`src/design/csifb_pkg.sv`:
```
package csifb_pkg;

   // Fixed field widths of the transactions.
   localparam int BYTE_W     = 8;
   localparam int ANT_W      = 2;
   localparam int SC_OUT_W   = 5;
   localparam int IDX_W      = 2;

   // Internal counter widths. The subcarrier counter covers up to 64 groups.
   localparam int SC_CNT_W   = 6;
   localparam int HELD_W     = 4;
   localparam int ENTRY_W    = 4;

   // Default block configuration.
   localparam int SUBCARRIER_GROUPS_DEF = 30;
   localparam int MAX_ANTENNAS_DEF      = 3;
   localparam int SKIP_BITS_DEF         = 3;

   // One accepted input byte with its packet controls.
   typedef struct packed {
      logic [BYTE_W-1:0] data_byte;
      logic              packet_start;
      logic [ANT_W-1:0]  rx_antennas;
      logic [ANT_W-1:0]  tx_antennas;
   } item_type;

   // One decoded channel entry.
   typedef struct packed {
      logic signed [BYTE_W-1:0] real_part;
      logic signed [BYTE_W-1:0] imag_part;
      logic [SC_OUT_W-1:0]      subcarrier;
      logic [IDX_W-1:0]         tx_index;
      logic [IDX_W-1:0]         rx_index;
      logic                     last_entry;
   } result_type;

   // Parser status seen by the top level.
   typedef struct packed {
      logic             packet_done;
      logic [ANT_W-1:0] rx_count;
      logic [ANT_W-1:0] tx_count;
   } status_type;

endpackage

```
`src/design/csifb_if.sv`:
```
// Request channel: one payload byte per transaction.
interface csifb_req_if import csifb_pkg::*; ();
   logic              valid;
   logic              ready;
   logic [BYTE_W-1:0] data_byte;
   logic              packet_start;
   logic [ANT_W-1:0]  rx_antennas;
   logic [ANT_W-1:0]  tx_antennas;

   modport source (output valid, data_byte, packet_start, rx_antennas, tx_antennas,
                   input ready);
   modport sink   (input valid, data_byte, packet_start, rx_antennas, tx_antennas,
                   output ready);
endinterface

// Response channel: one decoded channel entry per transaction.
interface csifb_rsp_if import csifb_pkg::*; ();
   logic                     valid;
   logic                     ready;
   logic signed [BYTE_W-1:0] real_part;
   logic signed [BYTE_W-1:0] imag_part;
   logic [SC_OUT_W-1:0]      subcarrier;
   logic [IDX_W-1:0]         tx_index;
   logic [IDX_W-1:0]         rx_index;
   logic                     last_entry;

   modport source (output valid, real_part, imag_part, subcarrier, tx_index, rx_index,
                   last_entry, input ready);
   modport sink   (input valid, real_part, imag_part, subcarrier, tx_index, rx_index,
                   last_entry, output ready);
endinterface

```
`src/design/csifb_in_reg.sv`:
```
module csifb_in_reg import csifb_pkg::*; (
   input  logic         clock,
   input  logic         reset,
   csifb_req_if.sink    req_bus,
   input  logic         advance,
   output logic         item_valid,
   output item_type     item
);

   logic     valid_ff, valid_in;
   item_type item_ff, item_in;

   // The register can take a new byte when empty or when its byte moves on.
   assign req_bus.ready = !valid_ff || advance;

   always_comb begin
      valid_in = valid_ff;
      item_in  = item_ff;
      if (req_bus.valid && req_bus.ready) begin
         valid_in = 1'b1;
         item_in  = '{data_byte:    req_bus.data_byte,
                      packet_start: req_bus.packet_start,
                      rx_antennas:  req_bus.rx_antennas,
                      tx_antennas:  req_bus.tx_antennas};
      end else if (advance) begin
         valid_in = 1'b0;
      end
   end

   always_ff @(posedge clock) begin
      if (reset) begin
         valid_ff <= 1'b0;
      end else begin
         valid_ff <= valid_in;
      end
      item_ff <= item_in;
   end

   assign item_valid = valid_ff;
   assign item       = item_ff;

endmodule

```
`src/design/csifb_core.sv`:
```
module csifb_core import csifb_pkg::*; #(
   parameter int SUBCARRIER_GROUPS = SUBCARRIER_GROUPS_DEF,
   parameter int MAX_ANTENNAS      = MAX_ANTENNAS_DEF,
   parameter int SKIP_BITS         = SKIP_BITS_DEF
) (
   input  logic       clock,
   input  logic       reset,
   input  logic       advance,
   input  item_type   item,
   output logic       produced,
   output result_type result,
   output status_type status
);

   typedef enum logic [1:0] {
      PH_SKIP,
      PH_REAL,
      PH_IMAG
   } phase_type;

   localparam logic [HELD_W-1:0]   HELD_FULL = HELD_W'(BYTE_W);
   localparam logic [HELD_W-1:0]   SKIP_LEN  = HELD_W'(SKIP_BITS);
   localparam logic [ANT_W:0]      MAX_ANT   = (ANT_W+1)'(MAX_ANTENNAS);
   localparam logic [SC_CNT_W:0]   SC_GROUPS = (SC_CNT_W+1)'(SUBCARRIER_GROUPS);
   localparam phase_type           START_PH  = (SKIP_BITS > 0) ? PH_SKIP : PH_REAL;

   phase_type           phase_ff, phase_in;
   logic [HELD_W-1:0]   held_ff, held_in;
   logic [BYTE_W-1:0]   bits_ff, bits_in;
   logic [BYTE_W-1:0]   real_ff, real_in;
   logic [SC_CNT_W-1:0] sc_ff, sc_in;
   logic [ENTRY_W-1:0]  ec_ff, ec_in;
   logic [ANT_W-1:0]    rx_ff, rx_in;
   logic [ANT_W-1:0]    tx_ff, tx_in;
   logic                done_ff, done_in;
   logic [ENTRY_W-1:0]  total;
   logic                last_sc;
   logic                last_en;
   logic [2*IDX_W-1:0]  split;

   // A count of zero reads as one, and counts above the limit are capped.
   function automatic logic [ANT_W-1:0] clamp_count(input logic [ANT_W-1:0] v);
      logic [ANT_W-1:0] c;
      c = (v == '0) ? ANT_W'(1) : v;
      if ({1'b0, c} > MAX_ANT) begin
         c = MAX_ANT[ANT_W-1:0];
      end
      return c;
   endfunction

   // Entry number to {tx, rx}: quotient and remainder by the rx count.
   // Division by three uses the reciprocal 11/32, exact for 4-bit values.
   function automatic logic [2*IDX_W-1:0] split_entry(input logic [ENTRY_W-1:0] e,
                                                       input logic [ANT_W-1:0]   n);
      logic [7:0]         prod;
      logic [ENTRY_W-1:0] q;
      logic [ENTRY_W-1:0] r;
      prod = 8'(e) * 8'd11;
      case (n)
         2'd2:    q = e >> 1;
         2'd3:    q = ENTRY_W'(prod[7:5]);
         default: q = e;
      endcase
      r = e - ENTRY_W'(q * ENTRY_W'(n));
      return {q[IDX_W-1:0], r[IDX_W-1:0]};
   endfunction

   // Walk the eight bits of the byte through the field parser.
   always_comb begin
      phase_in = phase_ff;
      held_in  = held_ff;
      bits_in  = bits_ff;
      real_in  = real_ff;
      sc_in    = sc_ff;
      ec_in    = ec_ff;
      rx_in    = rx_ff;
      tx_in    = tx_ff;
      done_in  = done_ff;
      produced = 1'b0;
      result   = '0;
      total    = '0;
      last_sc  = 1'b0;
      last_en  = 1'b0;
      split    = '0;

      if (item.packet_start) begin
         rx_in    = clamp_count(item.rx_antennas);
         tx_in    = clamp_count(item.tx_antennas);
         bits_in  = '0;
         held_in  = '0;
         real_in  = '0;
         sc_in    = '0;
         ec_in    = '0;
         phase_in = START_PH;
         done_in  = 1'b0;
      end

      for (int k = 0; k < BYTE_W; k++) begin
         if (!done_in) begin
            if (phase_in == PH_REAL || phase_in == PH_IMAG) begin
               bits_in[held_in[2:0]] = item.data_byte[k[2:0]];
               held_in = held_in + 1'b1;
               if (held_in == HELD_FULL) begin
                  if (phase_in == PH_REAL) begin
                     real_in  = bits_in;
                     bits_in  = '0;
                     held_in  = '0;
                     phase_in = PH_IMAG;
                  end else begin
                     total   = ENTRY_W'(rx_in) * ENTRY_W'(tx_in);
                     last_sc = ({1'b0, sc_in} + 1'b1) >= SC_GROUPS;
                     last_en = ({1'b0, ec_in} + 1'b1) >= {1'b0, total};
                     split   = split_entry(ec_in, rx_in);
                     result.real_part  = real_in;
                     result.imag_part  = bits_in;
                     result.subcarrier = sc_in[SC_OUT_W-1:0];
                     result.tx_index   = split[2*IDX_W-1:IDX_W];
                     result.rx_index   = split[IDX_W-1:0];
                     result.last_entry = last_sc && last_en;
                     produced = 1'b1;
                     bits_in  = '0;
                     held_in  = '0;
                     if (last_en) begin
                        ec_in = '0;
                        if (last_sc) begin
                           done_in  = 1'b1;
                           phase_in = PH_SKIP;
                        end else begin
                           sc_in    = sc_in + 1'b1;
                           phase_in = START_PH;
                        end
                     end else begin
                        ec_in    = ec_in + 1'b1;
                        phase_in = PH_REAL;
                     end
                  end
               end
            end else begin
               // Skip field ahead of each subcarrier.
               held_in = held_in + 1'b1;
               if (held_in >= SKIP_LEN) begin
                  held_in  = '0;
                  bits_in  = '0;
                  phase_in = PH_REAL;
               end
            end
         end
      end
   end

   // Parser state moves only when the byte in the input register is consumed.
   always_ff @(posedge clock) begin
      if (reset) begin
         phase_ff <= PH_SKIP;
         held_ff  <= '0;
         bits_ff  <= '0;
         real_ff  <= '0;
         sc_ff    <= '0;
         ec_ff    <= '0;
         rx_ff    <= ANT_W'(1);
         tx_ff    <= ANT_W'(1);
         done_ff  <= 1'b1;
      end else if (advance) begin
         phase_ff <= phase_in;
         held_ff  <= held_in;
         bits_ff  <= bits_in;
         real_ff  <= real_in;
         sc_ff    <= sc_in;
         ec_ff    <= ec_in;
         rx_ff    <= rx_in;
         tx_ff    <= tx_in;
         done_ff  <= done_in;
      end
   end

   assign status = '{packet_done: done_ff, rx_count: rx_ff, tx_count: tx_ff};

endmodule

```
`src/design/csifb_out_reg.sv`:
```
module csifb_out_reg import csifb_pkg::*; (
   input  logic         clock,
   input  logic         reset,
   csifb_rsp_if.source  rsp_bus,
   input  logic         advance,
   input  logic         produced,
   input  result_type   result,
   output logic         slot_free
);

   logic       valid_ff, valid_in;
   result_type data_ff, data_in;

   // The register is free when empty or when its entry is taken this cycle.
   assign slot_free = !valid_ff || rsp_bus.ready;

   always_comb begin
      valid_in = valid_ff && !rsp_bus.ready;
      data_in  = data_ff;
      if (advance) begin
         valid_in = produced;
         if (produced) begin
            data_in = result;
         end
      end
   end

   always_ff @(posedge clock) begin
      if (reset) begin
         valid_ff <= 1'b0;
      end else begin
         valid_ff <= valid_in;
      end
      data_ff <= data_in;
   end

   assign rsp_bus.valid      = valid_ff;
   assign rsp_bus.real_part  = data_ff.real_part;
   assign rsp_bus.imag_part  = data_ff.imag_part;
   assign rsp_bus.subcarrier = data_ff.subcarrier;
   assign rsp_bus.tx_index   = data_ff.tx_index;
   assign rsp_bus.rx_index   = data_ff.rx_index;
   assign rsp_bus.last_entry = data_ff.last_entry;

endmodule

```
`src/design/csi_feedback_bit_unpacker_top.sv`:
```
// Channel-state feedback unpacker.
// The req_bus channel carries the feedback payload one byte per transaction,
// bits read least significant first. packet_start marks the first byte of a
// payload and samples the rx and tx antenna counts. For each subcarrier group
// the skip bits are dropped, then rx*tx entries of a signed 8-bit real and a
// signed 8-bit imaginary part are read. Each completed entry leaves on the
// rsp_bus channel with its subcarrier, tx and rx index and a last flag.
// Bytes after the last entry, or before the first start, are dropped.
// A byte accepted into the input register is parsed, and its entry, if any, is
// registered in the result register for rsp_bus. Throughput: one byte per cycle
// while the receiver takes entries; the eight-bit walk of the field parser sets it.
// Reset empties both registers and leaves the parser idle until a start.
// When the receiver stalls, the pending entry holds, one more byte waits in the
// input register, and then req_bus.ready drops until the entry is taken.
module csi_feedback_bit_unpacker_top import csifb_pkg::*; #(
   parameter int SUBCARRIER_GROUPS = SUBCARRIER_GROUPS_DEF,
   parameter int MAX_ANTENNAS      = MAX_ANTENNAS_DEF,
   parameter int SKIP_BITS         = SKIP_BITS_DEF
) (
   input  logic         clock,
   input  logic         reset,
   csifb_req_if.sink    req_bus,
   csifb_rsp_if.source  rsp_bus
);

   logic       item_valid;
   item_type   item;
   logic       advance;
   logic       slot_free;
   logic       produced;
   result_type result;
   status_type status;

   // A byte is parsed when it is held and its result has room.
   assign advance = item_valid && slot_free;

   csifb_in_reg u_in_reg (
      .clock      (clock),
      .reset      (reset),
      .req_bus    (req_bus),
      .advance    (advance),
      .item_valid (item_valid),
      .item       (item)
   );

   csifb_core #(
      .SUBCARRIER_GROUPS (SUBCARRIER_GROUPS),
      .MAX_ANTENNAS      (MAX_ANTENNAS),
      .SKIP_BITS         (SKIP_BITS)
   ) u_core (
      .clock    (clock),
      .reset    (reset),
      .advance  (advance),
      .item     (item),
      .produced (produced),
      .result   (result),
      .status   (status)
   );

   csifb_out_reg u_out_reg (
      .clock     (clock),
      .reset     (reset),
      .rsp_bus   (rsp_bus),
      .advance   (advance),
      .produced  (produced),
      .result    (result),
      .slot_free (slot_free)
   );

   // A pending final entry means the parser has closed the packet.
   assert property (@(posedge clock) disable iff (reset)
      rsp_bus.valid && rsp_bus.last_entry |-> status.packet_done)
      else $error("last entry pending while parser still open");

   // Pending indices stay within the antenna counts of their packet.
   assert property (@(posedge clock) disable iff (reset)
      rsp_bus.valid |-> (rsp_bus.rx_index < status.rx_count) &&
                        (rsp_bus.tx_index < status.tx_count))
      else $error("entry index outside antenna counts");

   // A held byte that cannot move on is kept for the next cycle.
   assert property (@(posedge clock) disable iff (reset)
      item_valid && !slot_free |=> item_valid)
      else $error("stalled input byte lost");

endmodule

```
`src/flat_wrapper.sv`:
```
// flat-port wrapper written by rule: the top's interface ports become plain ports
module csi_feedback_bit_unpacker_top_flat import csifb_pkg::*;
#(
   parameter int SUBCARRIER_GROUPS = SUBCARRIER_GROUPS_DEF,
   parameter int MAX_ANTENNAS      = MAX_ANTENNAS_DEF,
   parameter int SKIP_BITS         = SKIP_BITS_DEF
)
  (clock, reset, req_bus_valid, req_bus_data_byte, req_bus_packet_start, req_bus_rx_antennas, req_bus_tx_antennas, req_bus_ready, rsp_bus_valid, rsp_bus_real_part, rsp_bus_imag_part, rsp_bus_subcarrier, rsp_bus_tx_index, rsp_bus_rx_index, rsp_bus_last_entry, rsp_bus_ready);
  csifb_req_if req_bus_i ();
  csifb_rsp_if rsp_bus_i ();
  input  logic clock;
  input  logic reset;
  input wire logic [$bits(req_bus_i.valid)-1:0] req_bus_valid;
  input wire logic [$bits(req_bus_i.data_byte)-1:0] req_bus_data_byte;
  input wire logic [$bits(req_bus_i.packet_start)-1:0] req_bus_packet_start;
  input wire logic [$bits(req_bus_i.rx_antennas)-1:0] req_bus_rx_antennas;
  input wire logic [$bits(req_bus_i.tx_antennas)-1:0] req_bus_tx_antennas;
  output wire logic [$bits(req_bus_i.ready)-1:0] req_bus_ready;
  output wire logic [$bits(rsp_bus_i.valid)-1:0] rsp_bus_valid;
  output wire logic [$bits(rsp_bus_i.real_part)-1:0] rsp_bus_real_part;
  output wire logic [$bits(rsp_bus_i.imag_part)-1:0] rsp_bus_imag_part;
  output wire logic [$bits(rsp_bus_i.subcarrier)-1:0] rsp_bus_subcarrier;
  output wire logic [$bits(rsp_bus_i.tx_index)-1:0] rsp_bus_tx_index;
  output wire logic [$bits(rsp_bus_i.rx_index)-1:0] rsp_bus_rx_index;
  output wire logic [$bits(rsp_bus_i.last_entry)-1:0] rsp_bus_last_entry;
  input wire logic [$bits(rsp_bus_i.ready)-1:0] rsp_bus_ready;
  assign req_bus_i.valid = req_bus_valid;
  assign req_bus_i.data_byte = req_bus_data_byte;
  assign req_bus_i.packet_start = req_bus_packet_start;
  assign req_bus_i.rx_antennas = req_bus_rx_antennas;
  assign req_bus_i.tx_antennas = req_bus_tx_antennas;
  assign req_bus_ready = req_bus_i.ready;
  assign rsp_bus_valid = rsp_bus_i.valid;
  assign rsp_bus_real_part = rsp_bus_i.real_part;
  assign rsp_bus_imag_part = rsp_bus_i.imag_part;
  assign rsp_bus_subcarrier = rsp_bus_i.subcarrier;
  assign rsp_bus_tx_index = rsp_bus_i.tx_index;
  assign rsp_bus_rx_index = rsp_bus_i.rx_index;
  assign rsp_bus_last_entry = rsp_bus_i.last_entry;
  assign rsp_bus_i.ready = rsp_bus_ready;
  csi_feedback_bit_unpacker_top #(.SUBCARRIER_GROUPS(SUBCARRIER_GROUPS), .MAX_ANTENNAS(MAX_ANTENNAS), .SKIP_BITS(SKIP_BITS)) u_core (.clock(clock), .reset(reset), .req_bus(req_bus_i), .rsp_bus(rsp_bus_i));
endmodule
```
`config.mk`:
```
export PLATFORM = sky130hd
export DESIGN_NAME = csi_feedback_bit_unpacker_top_flat
export DESIGN_NICKNAME = d
export VERILOG_FILES = /design/src/design/csifb_pkg.sv /design/src/design/csifb_if.sv /design/src/design/csifb_in_reg.sv /design/src/design/csifb_core.sv /design/src/design/csifb_out_reg.sv /design/src/design/csi_feedback_bit_unpacker_top.sv /design/src/flat_wrapper.sv
export SDC_FILE = /design/constraint.sdc
export NUM_CORES = 1
export LEC_CHECK = 0
export ABC_AREA = 1
export BUFFER_PORTS_ARGS = -buffer_cell sky130_fd_sc_hd__buf_2
export CORE_MARGIN = 2
export CORE_UTILIZATION = 38
export DETAILED_ROUTE_END_ITERATION = 10
export GPL_TIMING_DRIVEN = 0
export SLEW_MARGIN = 20
export SYNTH_ARGS = -nofsm -noshare
export SYNTH_HDL_FRONTEND = slang
export SYNTH_SLANG_ARGS = --single-unit
```
`constraint.sdc`:
```
create_clock -name clock -period 21.1 [get_ports clock]
set_clock_uncertainty 0.15 [all_clocks]
set_input_delay 1.055 -clock clock [delete_from_list [all_inputs] [get_ports clock]]
set_output_delay 1.055 -clock clock [all_outputs]
set_load 0.005 [all_outputs]
```
==> results.yml, run 1 <==
critical_path:
  cpPeakStageDelay_ns: 0.60
  arrival_ns: 19.52
  cp-start-kind: "flop"
  end_kind: "flop"
  path_max_fanout: 10
  worstSetupPathType: "flop to flop"
  crit_path_frequent_cell: "nand2_1"
  slowest_stage: "o2bb2ai_1"
  required_ns: 21.05
die:
  start_util_pct: 38.6
  row_count: 73
  die-area_um2: 42000
  chipWidth_um: 205
  die_h_um: 205
  core_area_um2: 39800
  ios: 45
placement:
  placed_area_um2: 16300
  port_buffers: 43
  gp_congestion: 0.981
  dp_hpwl_um: 47800
grt:
  grt-ovfl-total: 0
  grt_pass1_wl_um: 89100
  grt_usage_pct: 27.7
  grt_max_degree: 19
  antenna_found_initial: 0
  grt_pass1_vias: 15255
cts:
  cts_tree: "built"
  clkSlewWorstSetupHoldPaths_ns: 0.08
  root_buffer: "clkbuf_16"
  clock_sinks: 78
  h-tree-depth: 3
  clk_latency_ns: 0.39
  max-clock-path-buffers: 2
  numCtsBuffers: 9
synthesis:
  ys_types: 64
  ys_ff_latch: 78
  synthFlopType: "edfxtp_1"
  syn_inst: 2430
  ys_seq_area_share_pct: 12.7
  syn-num-nets: 2604
  synth_edf_count: 39
  synth_warnings: 0
  avgSynthCellArea_um2: 6.32
  synth_area_um2: 15400
  synth_async_sr_flop_share_pct: 0
  yosysTopAreaCell: "nand2_1"
  ys_top_cells_by_area: "nand2_1 14%, ha_1 13%, inv_1 7.6%"
  synth_top_area_share_pct: 13.5
timing:
  rsz0062_at_grt: "no"
  relSlewSlack_pct: 34.3
  max_freq_mhz: 51.1
  hold_viol: 0
  tightest_slew_ns: 0.984
  period_needed_ns: 19.57
  fin_setup_tns_ns: 0
  finalMaxSlewViolations: 0
  fin_crit_sh_pct: 92.8
  setup_viol: 0
route:
  first_pass_iters: 6
  antenna_left: 0
  drt_iter0_drc: 1596
  drc: 0
  routed_wl_um: 57600
  via_per_inst: 5.50
  via_count: 16592
  avgRoutedWirePerCell_um: 19.1
layout:
  syn2layout_area_growth_pct: 8.08
  nNetsFinal: 2661
  multi_input_area_um2: 11700
  drive_above_1_share_pct: 14.6
  regArea_um2: 1950
  fillers: 4298
  n_antenna_cell: 0
  stdcell_area_um2: 16600
pwr:
  switchingPower_mw: 1.11
  power_frac_clock_pct: 9.2
  p_sw_share_pct: 62.5
  power_density_nw_per_um2: 107
  seq_power_share_pct: 10.1
  p_leak_nw: 7.91
  pwr-share-comb_pct: 80.6
  p_int_mw: 0.667
  ir_drop_v: 0.0000838
outcome:
  status: "complete, no violations"
worst_hold_path:
  hp-class: "flop to flop"
job:
  maxCapViolations: 0
==> cell usage after synthesis, types with 28 or more instances <==
library cell / count
edfxtp_1: 39
nand3_1: 141
inv_2: 31
ha_1: 157
o22ai_1: 64
nor2_1: 164
clkbuf_1: 48
nand2_2: 83
xnor2_1: 29
nand2_1: 553
o21ai_0: 226
nand3_2: 28
inv_1: 313
nand4_1: 42
dfxtp_1: 39
xor2_1: 34
o211ai_1: 49
a21oi_1: 109
==> power groups by stage <==
stage                     sequential [mW]  combinational, mW  clock, mW
after CTS                           0.179               1.40      0.165
after floorplan                     0.177               1.04          0
after global placement              0.183               1.38          0
after detailed placement            0.183               1.39          0
after global routing                0.181               1.56      0.170
final                               0.180               1.43      0.164
==> cell type report <==
type | count | share of cell area (%)
Multi-Input combinational cell | 1926 | 70.5
Tap cell | 525 | 3.96
Inverter | 355 | 8.16
Timing Repair Buffer | 46 | 1.48
Clock buffer | 10 | 1.38
Buffer | 71 | 2.45
Sequential cell | 78 | 11.8
Clock inverter | 6 | 0.279
==> worst max-delay path, delay by kind of cell (launching register included) <==
family | cells | cell delay [ns]
buffers and inverters | 19 | 2.86
adders and majority gates | 18 | 5.56
AOI/OAI and AO/OA | 27 | 5.45
DFF | 1 | 0.38
and+or+nand+nor | 34 | 4.04
xor gates and xnor gates | 4 | 0.74
==> layer usage <==
layer / up-vias / GRT usage, % / wire length, um
li1: 8293 / - / -
met4: 0 / 10.9 / 2120
met2: 578 / 43.5 / 25200
met1: 7640 / 39.0 / 26700
met3: 81 / 2.39 / 3570
met5: - / 0 / 0
==> final timing paths <==
check	startpoint	endpoint	slack (ns)	cells past startpoint
worst min-delay path	u_core.u_core.real_ff[3]$_SDFFE_PP0P_	u_core.u_core.real_ff[3]$_SDFFE_PP0P_	0.32	2
worst max-delay path	u_core.u_in_reg.item[4]$_DFFE_PP_	u_core.u_out_reg.rsp_bus.rx_index[1]$_DFFE_PP_	1.53	102
worst min register to register	u_core.u_core.real_ff[3]$_SDFFE_PP0P_	u_core.u_core.real_ff[3]$_SDFFE_PP0P_	0.32	2
worst max register to register	u_core.u_in_reg.item[4]$_DFFE_PP_	u_core.u_out_reg.rsp_bus.rx_index[1]$_DFFE_PP_	1.53	102
==> sequential cells by signal, summed over array words and instances (netlist names), 4 cells and up <==
| signal | flops |
|---|---|
| u_core.u_core.held_ff | 4 |
| u_core.u_out_reg.rsp_bus.real_part | 8 |
| u_core.u_core.real_ff | 8 |
| u_core.u_in_reg.item | 13 |
| u_core.u_core.bits_ff | 8 |
| u_core.u_out_reg.rsp_bus.imag_part | 8 |
| u_core.u_core.ec_ff | 4 |
| u_core.u_out_reg.rsp_bus.subcarrier | 5 |
| u_core.u_core.sc_ff | 6 |
==> cells by family (layout without fill, tap and decap cells) <==
| kind of cell | count (synthesis) | count (layout) | share of synthesized area (%) |
|---|---|---|---|
| and+or+nand+nor | 1138 | 1138 | 37.0 |
| AOI/OAI and AO/OA | 550 | 550 | 21.4 |
| buffers and inverters | 426 | 488 | 11.4 |
| adders and majority gates | 157 | 157 | 12.8 |
| DFF | 78 | 78 | 12.7 |
| xor gates and xnor gates | 63 | 63 | 3.59 |
| muxes | 18 | 18 | 1.17 |
==> what timing repair did <==
item	in CTS	in global routing
setup endpoints to repair	1	17
buffers inserted	0	2
gates resized for setup	1	22
pin swaps	0	0
hold buffers	0	0
==> stage by stage <==
stage          total power, mW  worst slack (ns)  util [%]  cells  hold WS (ns)
2_1_floorplan             1.22              4.83         -   2430         0.287
3_3_place_gp              1.56             0.421      40.8   2998         0.306
3_5_place_dp              1.57          0.000508      40.8   2999         0.306
4_1_cts                   1.74             0.194      41.5   3015         0.322
5_1_grt                   1.92            0.0542      41.7   3017         0.346
6_report                  1.78              1.53      41.7   3017         0.325
==> cell usage in the layout, fill, tap and decap left out, types with 12 or more instances in the layout <==
master / instances
o21ai_2: 12
ha_1: 156
inv_2: 31
nand2_2: 83
o21ai_0: 221
nor3_1: 20
nand4_1: 42
mux2i_1: 18
nand3_2: 28
nand3_1: 141
xor2_1: 34
a31oi_1: 17
o211ai_1: 49
clkbuf_1: 46
nand2_4: 23
a21oi_1: 108
edfxtp_1: 39
xnor2_1: 29
buf_2: 46
o21a_1: 21
inv_1: 311
o22ai_1: 62
nor2_2: 24
nand2_1: 553
nor2_4: 24
nor2_1: 163
dfxtp_1: 39
No activity file was read; power rests on OpenSTA's default activity.
==> run 2: changes to the inputs <==
- BUFFER_PORTS_ARGS: -buffer_cell sky130_fd_sc_hd__buf_2 -> -buffer_cell sky130_fd_sc_hd__clkbuf_2
==> run 2 against run 1 <==
Net effect:
- sequential share of layout area about the same
- die area unchanged
- final cell count down 0.13%
- largest cell class unchanged
- worst setup slack better by 0.077 ns
- cell area down 0.26%
- total power down 0.80%
- critical path type unchanged
- non-clock buffer count down 4
- count of clock-buffer cells in the layout unchanged
- register-to-register slack better by 0.08 ns
==> results.yml, run 2 (synthesized netlist as in run 1, its figures left out) <==
layout:
  largest_register_ffs: 13
  syn2layout_area_growth_pct: 7.80
  layout_common_cells: "553 x nand2_1, 311 x inv_1, 223 x o21ai_0"
  fillers: 4310
  final_cells: 3013
  drive_above_1_share_pct: 14.3
  layout_commonest_cell: "nand2_1"
  n_antenna_cell: 0
  nNetsFinal: 2657
die:
  row_count: 73
  chipWidth_um: 205
  die-area_um2: 42000
  start_util_pct: 38.6
  die_h_um: 205
  ios: 45
  core_area_um2: 39800
critical_path:
  end_kind: "flop"
  worstSetupPathType: "flop to flop"
  worst-path-buf-inv: 19
  startpoint: "u_core.u_in_reg.item[4]$_DFFE_PP_"
  path_max_fanout: 19
  ff2ff_path_depth: 101
  rrSetupSlack_ns: 1.60
  slowest_stage: "ha_2"
  reg2reg_to: "u_core.u_out_reg.rsp_bus.rx_index[1]$_DFFE_PP_"
  cp-start-kind: "flop"
  cp.depth: 101
  crit_path_frequent_cell: "nand2_1"
  cpPeakStageDelay_ns: 0.52
  rr_startpoint: "u_core.u_in_reg.item[4]$_DFFE_PP_"
  crit_family: "adder cells"
  required_ns: 21.06
  arrival_ns: 19.46
grt:
  grt_usage_pct: 27.4
  grt-ovfl-total: 0
  antenna_found_initial: 1
  grt_max_degree: 19
  grt_pass1_vias: 15337
  grt_pass1_wl_um: 88300
timing:
  fin_crit_sh_pct: 92.4
  setup_viol: 0
  tightest_slew_ns: 1.02
  relSlewSlack_pct: 32.1
  period_needed_ns: 19.50
  max_freq_mhz: 51.3
  fin_setup_tns_ns: 0
  rsz0062_at_grt: "no"
  finalMaxSlewViolations: 0
  hold_viol: 0
placement:
  gp_congestion: 0.975
  dp_hpwl_um: 47600
  post-place-cells: 2999
  port_buffers: 43
route:
  routed_wl_um: 57300
  drt_iter0_drc: 1556
  via_per_inst: 5.50
  first_pass_iters: 8
  avgRoutedWirePerCell_um: 19.0
  via_count: 16571
  antenna_left: 0
  drc: 0
cts:
  cts_resized: 0
  clock_sinks: 78
  clk_latency_ns: 0.39
  post_cts_buffers: 0
  numCtsBuffers: 9
  max-clock-path-buffers: 2
  root_buffer: "clkbuf_16"
  ctsHoldBuffers: 0
  cts_tree: "built"
  h-tree-depth: 3
  clkSlewWorstSetupHoldPaths_ns: 0.08
worst_hold_path:
  hp-class: "flop to flop"
  hold_end: "u_core.u_core.tx_ff[0]$_SDFFE_PP1P_"
  whs_path_depth: 2
  worstHoldStart: "u_core.u_core.tx_ff[0]$_SDFFE_PP1P_"
outcome:
  status: "complete, no violations"
pwr:
  power_density_nw_per_um2: 107
  seq_power_share_pct: 10.2
  p_leak_nw: 7.87
  p_sw_share_pct: 62.3
  ir_drop_v: 0.0000681
  p_int_mw: 0.666
  switchingPower_mw: 1.10
  pwr-share-comb_pct: 80.6
  power_frac_clock_pct: 9.1
job:
  maxCapViolations: 0
run 2: cell count changes in the layout (fill, tap and decap cells not counted), moves of 2 or more:
| cell | change |
|---|---|
| o21ai_0 | +2 |
| buf_4 | -2 |
| buf_2 | -43 |
| o21ai_2 | -4 |
| inv_6 | +2 |
| o21ai_1 | +2 |
| clkbuf_2 | +41 |
run 2: cell type report:
class                      instances  area (um2)  area share (%)
multi-input combinational       1926       11700            70.6
clock buffer                      10         229            1.38
timing repair buffer              44         230            1.39
tap                              525         657            3.97
inverter                         355        1360            8.18
buffer                            69         400            2.42
sequential                        78        1950            11.8
clock inverter                     6        43.8           0.264
run 2: power by group through the flow:
stage | Combinational [mW] | Sequential (mW) | Clock [mW]
after detailed placement | 1.38 | 0.182 | 0
after floorplan | 1.04 | 0.177 | 0
after global routing | 1.56 | 0.181 | 0.170
after CTS | 1.39 | 0.179 | 0.164
final | 1.42 | 0.181 | 0.161
after global placement | 1.37 | 0.183 | 0
run 2: stage by stage:
step	utilization, %	setup slack, ns	hold WS, ns	instance area, um2	total power, mW
after floorplan	-	4.83	0.287	15400	1.22
after global placement	40.8	0.424	0.304	16200	1.56
after detailed placement	40.8	0.180	0.312	16300	1.57
after CTS	41.5	0.0930	0.326	16500	1.73
after global routing	41.6	0.120	0.364	16600	1.91
final	41.6	1.60	0.330	16600	1.76
run 2: layer usage:
metal | track usage (%) | share of wire (%)
met5 | 0 | 0
met4 | 11.1 | 4.0
met3 | 2.55 | 6.2
met2 | 43.6 | 44
met1 | 37.8 | 46
run 2: worst max-delay path by stage:
| stage | endpoint |
|---|---|
| floorplan | u_core.u_out_reg.rsp_bus.rx_index[1]$_DFFE_PP_ |
| global placement | u_core.u_out_reg.rsp_bus.rx_index[1]$_DFFE_PP_ |
| detailed placement | u_core.u_out_reg.rsp_bus.rx_index[1]$_DFFE_PP_ |
| CTS | u_core.u_out_reg.rsp_bus.rx_index[1]$_DFFE_PP_ |
| global route | u_core.u_out_reg.rsp_bus.rx_index[1]$_DFFE_PP_ |
| finish | u_core.u_out_reg.rsp_bus.rx_index[1]$_DFFE_PP_ |
run 2: worst reg2reg max path, delay by kind of cell, from the launching register on:
family | cells | cell delay (ns)
and+or+nand+nor | 36 | 4.88
AOI/OAI and AO/OA | 23 | 4.74
buffers and inverters | 19 | 2.72
DFF | 1 | 0.38
adders and majority gates | 17 | 5.19
xor gates and xnor gates | 6 | 1.15
